### src/rtl/core/assert_macros.svh
// ----------------------------------------------------------------------------
// Assertion macros
// Shared concurrent assertion forms; they compile to nothing under synthesis.
// ----------------------------------------------------------------------------
`ifndef ASSERT_MACROS_SVH
`define ASSERT_MACROS_SVH

`ifndef SYNTHESIS
// same-cycle implication
`define ASSERT_IMPLIES(lbl, clk, rst_n, ante, cons, msg) \
    lbl: assert property (@(posedge clk) disable iff (!(rst_n)) (ante) |-> (cons)) \
        else $error(msg);
// implication checked in the next cycle
`define ASSERT_NEXT(lbl, clk, rst_n, ante, cons, msg) \
    lbl: assert property (@(posedge clk) disable iff (!(rst_n)) (ante) |=> (cons)) \
        else $error(msg);
// implication checked a fixed number of cycles later
`define ASSERT_AFTER(lbl, clk, rst_n, ante, n, cons, msg) \
    lbl: assert property (@(posedge clk) disable iff (!(rst_n)) (ante) |-> ##(n) (cons)) \
        else $error(msg);
`else
`define ASSERT_IMPLIES(lbl, clk, rst_n, ante, cons, msg)
`define ASSERT_NEXT(lbl, clk, rst_n, ante, cons, msg)
`define ASSERT_AFTER(lbl, clk, rst_n, ante, n, cons, msg)
`endif

`endif

### src/rtl/core/vps_ram.sv
// ----------------------------------------------------------------------------
// Generic RAM
// One write port, one read port, read data registered.
// ----------------------------------------------------------------------------
module vps_ram #(
    parameter int  WIDTH = 8,
    parameter int  DEPTH = 16,
    localparam int AW    = (DEPTH > 1) ? $clog2(DEPTH) : 1
) (
    input  logic             i_clk,
    input  logic             i_we,
    input  logic [AW-1:0]    i_waddr,
    input  logic [WIDTH-1:0] i_wdata,
    input  logic             i_re,
    input  logic [AW-1:0]    i_raddr,
    output logic [WIDTH-1:0] o_rdata
);

    logic [WIDTH-1:0] r_mem [DEPTH];
    logic [WIDTH-1:0] r_rdata;

    always_ff @(posedge i_clk) begin
        if (i_we) begin
            r_mem[i_waddr] <= i_wdata;
        end
        if (i_re) begin
            r_rdata <= r_mem[i_raddr];
        end
    end

    assign o_rdata = r_rdata;

endmodule

### config.mk
export PLATFORM = sky130hd
export DESIGN_NAME = vps_ram
export DESIGN_NICKNAME = d
export VERILOG_FILES = /design/src/rtl/core/assert_macros.svh /design/src/rtl/core/vps_ram.sv
export SDC_FILE = /design/constraint.sdc
export NUM_CORES = 1
export LEC_CHECK = 0
export BUFFER_PORTS_ARGS = -buffer_cell sky130_fd_sc_hd__buf_2
export CAP_MARGIN = 30
export CORE_MARGIN = 10
export CORE_UTILIZATION = 30
export CTS_BUF_LIST = sky130_fd_sc_hd__clkbuf_4 sky130_fd_sc_hd__clkbuf_8 sky130_fd_sc_hd__clkbuf_16
export DETAILED_ROUTE_END_ITERATION = 6
export HOLD_SLACK_MARGIN = 0.02
export RECOVER_POWER = 50
export SLEW_MARGIN = 0
export SYNTH_ARGS = -nofsm -noshare
export SYNTH_HDL_FRONTEND = slang
export SYNTH_SLANG_ARGS = --single-unit
export TNS_END_PERCENT = 5
### constraint.sdc
create_clock -name i_clk -period 4.8 [get_ports i_clk]
set_clock_uncertainty 0.05 [all_clocks]
set_input_delay 0.96 -clock i_clk [delete_from_list [all_inputs] [get_ports i_clk]]
set_output_delay 0.96 -clock i_clk [all_outputs]
set_load 0.03 [all_outputs]
==> Yosys cells after proc, flatten, opt, wreduce, memory -nomap -nowiden <==
Memory sizes are Yosys's and may differ from the RTL's. A register that Yosys moved wholly into a read port is not among the register bits.
Index checks and enable logic that the tools add are counted.
{ "op_classes": {"muxes": 2} }
{ "ops": {"columns": ["cell", "n"], "rows": [
  ["1-bit two-way mux", 2]
]} }
{ "totals": {"ff_bits": 0, "mem_bits_rw": 128, "inputBits": 19, "out_inout_bits": 8, "mem_count": 1} }
{ "memory_table": {"columns": ["memory", "depth", "word_bits", "rd", "rd_clocked_by_memory_dff", "write_ports", "line", "rtl"], "rows": [
  ["r_mem", 16, 8, 1, 1, 1, "vps_ram.sv:19", "logic [WIDTH-1:0] r_mem [DEPTH];"]
]} }

==> Logic depth before layout (Yosys ltp) <==
{ "logic_depth": {"word_depth": 2, "ltp_mapped": 5} }

==> Worst setup path before layout <==
Ideal clock, no wire load.
{ "synth_timing": {"kind": "input to register", "from": "in i_waddr[2]", "to": "mem r_mem[0][0], enable pin", "setup_time_ns": 0.383, "arrival_time_ns": 2.070, "slack_ns": 2.297, "stages": 2, "cell_sequence": "or3b_2 -> nor3_1"} }
{ "synth_lines": {"columns": ["item", "line", "rtl"], "rows": [
  ["start, declared", "vps_ram.sv:12", "input logic [AW-1:0] i_waddr,"],
  ["end, declared", "vps_ram.sv:19", null]
]} }
No word-level cell before the write port.

==> results.txt <==
- The run finished with clean final reports.
- Via count of the first global-routing pass: 2570
- Max-cap viol count: 0
- Post-CTS Hold Buffers: 0
- Of the cells placed in the final design, the portion with a size suffix greater than 1 is 25.7%.
- Remaining max-slew budget at the tightest pin: 35.1%
- Actual slew at the worst max-slew pin: 0.970 ns
* Primary FF master, synth: sky130_fd_sc_hd__edfxtp_1
* Filler Cell Count: 1608
* Number of buffers inserted during clock tree synthesis: 17
* Fraction of post-synthesis cell area in the top cell type by area: 78.1%
- Summing the sequential cell areas from Yosys gives 78.1% of the chip area.
* Count of cells along the worst register-to-register path: 3
* Fmax achieved: 399 MHz
* Synthesized Nets: 248
- The synthesized netlist contains 18 unique library cells.
- Post-route DRC: 0
- For this run, the number of Yosys warnings is 0.
* CTS tree: built
- Antenna Nets Post-Route: 0
- DIE HEIGHT: 152 um
- Crit path DAT: 2.61 ns
- WP data required: 4.90 ns
- After clock tree synthesis, the repair step resized 0 gates.
- In the final routed layout, each cell accounts on average for 21.2 um.
- Total core area: 17200 um2
* Unrepaired setup endpoints after global routing: no
- Avg Inst Size Synth: 22.8 um2
- Across the VDD grid, the largest voltage drop is 0.237 mV.
- The repair_antennas step left the layout with diodes totalling 0.
- The H-tree was split into 4 levels.
- For this design the static power due to leakage is 2.02 nW.
- Drt pass-1 iters: 4
- Number of cells on the worst hold path: 3
- Timing analysis after detailed placement gives a worst setup slack of 1.83 ns.
* Core Rows: 48
- After technology mapping, the gate count stands at 229.
- Clock latency on the worst-skew pair, taken at its later pin, is 0.41 ns.
- DRC marker count from the first detailed-route iteration: 209
- Growth of design area from synthesis to finish: 19.3%
- The first global-routing pass estimated 16700 um of wire.
* Path type of the worst setup path: input pin to flip-flop
- The critical path goes through buf_2 > buf_12 > mux4_1 > a22oi_1 > nand2_1.
- The worst register-to-register path has a setup slack of 3.21 ns.
- The initial antenna violation count came to 1.
- Multi-input gate area: 1060 um2
* Buffer count from post-CTS setup fixing: 0
* Num ports: 27
- Kind of end point of the critical path: flip-flop
* Highest net fanout along the worst path: 17
- Once the floorplan was initialized, standard cells occupied 30.4% of the core.
- Ys async rst share: 0%
- Startpoint type of the worst setup path: input pin
- Most instantiated cells after synthesis: 136 x sky130_fd_sc_hd__edfxtp_1, 18 x sky130_fd_sc_hd__mux4_2, 16 x sky130_fd_sc_hd__a22oi_1
- Input and output buffers added on the ports amount to 26.
- sky130_fd_sc_hd__edfxtp_1 is the most common cell in the netlist.
- Final setup viols: 0
- End of the worst register-to-register path: o_rdata[1]
- The worst hold path terminates at o_rdata[2].
- Cell area power density: 449 nW/um2
- Clock-pin slew was measured on the worst setup and hold paths at 0.05 ns.
- In the final layout, flip-flops and latches occupy 4080 um2.
- RD Place Congestion: 0.714
- # clock sinks: 136
- Setup_tns: 0 ns
- In this run the cell area of the synthesized design comes to 5230 um2.
- After synthesis the netlist holds a flip-flop and latch count of 136.
- Summing over every cut layer, the via total after detailed routing is 2416.
- No sink is reached through more buffers than the 2 on the longest clock path.
* Cell class contributing the biggest share of worst-path delay: buffers and inverters
- Using the TritonRoute via totals, the vias-per-cell ratio works out to 4.75.
- Summing internal, switching and leakage power gives 0.00280 W.
- Count of buffering cells on the critical path with inverters included: 2
- DIE AREA: 23100 um2
* Final layout net count: 290
- Pins Over Slew Limit: 0
* Minimum clock period after layout: 2.51 ns
- Ranking of synthesized cells by area: sky130_fd_sc_hd__edfxtp_1 78%, sky130_fd_sc_hd__mux4_2 7.8%, sky130_fd_sc_hd__mux4_1 7.0%
- Launch instance of the worst min-delay path: r_mem[14][2]
* Worst setup slack after layout: 2.29 ns
- Total GRT Usage: 9.58%
* Worst flop-to-flop path startpoint: r_mem[5][1]
- Period utilisation layout: 52.3%
* Die span in x: 152 um
* Worst min path class: flip-flop to flip-flop
- The number of failing hold endpoints at the final stage is 0.
- Routed wire length: 10800 um
* Half-perimeter wire length after placement: 7040 um
- Clock root buffer master: sky130_fd_sc_hd__clkbuf_16
* Maximum number of pins on one net before global-route repair: 33
- Summed over all layers, the global routing overflow is 0.
* EDFF count, synth: 136
- Library cell contributing the largest single delay on the critical path: sky130_fd_sc_hd__mux4_1
- The synthesized design spends more area on one cell type than any other, namely sky130_fd_sc_hd__edfxtp_1.
* Delay contributed by the slowest stage of the critical path: 0.57 ns
-- cells in the final DEF (no fill, tap or decap), types with 3 or more instances in the layout --
master                         n
sky130_fd_sc_hd__buf_6         4
sky130_fd_sc_hd__mux4_1       14
sky130_fd_sc_hd__mux4_2       18
sky130_fd_sc_hd__edfxtp_1    136
sky130_fd_sc_hd__nor2_1       13
sky130_fd_sc_hd__clkbuf_1     10
sky130_fd_sc_hd__clkinv_2      5
sky130_fd_sc_hd__buf_2        16
sky130_fd_sc_hd__clkinvlp_4    3
sky130_fd_sc_hd__clkbuf_16    17
sky130_fd_sc_hd__bufinv_16     4
sky130_fd_sc_hd__nand2_1       9
sky130_fd_sc_hd__nor3_1        3
sky130_fd_sc_hd__a22oi_1      16
-- worst max-delay path by stage --
stage | from | end | depth (start not counted)
2_1_floorplan | i_waddr[2] | r_mem[0][0] | 2
3_3_place_gp | i_raddr[0] | o_rdata[0] | 4
3_5_place_dp | i_raddr[0] | o_rdata[2] | 5
4_1_cts | i_raddr[0] | o_rdata[2] | 5
5_1_grt | i_raddr[0] | o_rdata[2] | 5
6_report | i_raddr[0] | o_rdata[2] | 5
-- per-stage QoR --
stage / util, % / cell area (um2) / std cells / hold WS [ns]
after floorplan: - / 5230 / 229 / 0.655
after global placement: 32.5 / 5580 / 472 / 0.679
after detailed placement: 32.8 / 5630 / 476 / 0.684
after CTS: 36.3 / 6240 / 508 / 0.697
after global routing: 36.3 / 6230 / 509 / 0.748
final: 36.3 / 6230 / 509 / 0.696
-- layout make-up --
type                       count  share of cell area [%]
multi-input combinational     83                    17.0
timing repair buffer          33                    3.17
clock buffer                  17                    6.82
clock inverter                15                    2.95
sequential                   136                    65.5
tap                          225                    4.52
-- worst register-to-register path, cell delays in order, from the launching register on --
cell	delay [ns]
sky130_fd_sc_hd__edfxtp_1	0.36
sky130_fd_sc_hd__mux4_1	0.54
sky130_fd_sc_hd__a22oi_1	0.26
sky130_fd_sc_hd__nand2_1	0.12
-- per-layer routing --
metal  up-vias  track usage, %  routed length (um)
met5         -               0                  13
met4         2            3.76                 153
met3        17            3.36                 761
met2        92            14.3                5140
met1      1239            12.5                4740
li1       1066               -                   -
-- power breakdown --
group	internal (W)	switching (W)
clock network	0.000859	0.000461
logic	0.0000478	0.0000818
registers	0.00134	0.00000811
total	0.00225	0.000551
-- flip-flops by register name, summed over array words and instances (netlist names) --
signal   count
r_mem      128
o_rdata      8
-- kinds of logic (layout without fill, tap and decap cells) --
kind of cell	count (synthesis)	in the layout	synth area share, %
muxes	32	32	14.8
buffers and inverters	10	65	1.65
AOI/OAI and AO/OA	16	16	2.30
and+or+nand+nor	35	35	3.14
DFF	136	136	78.1
No activity file was read; power rests on OpenSTA's default activity.
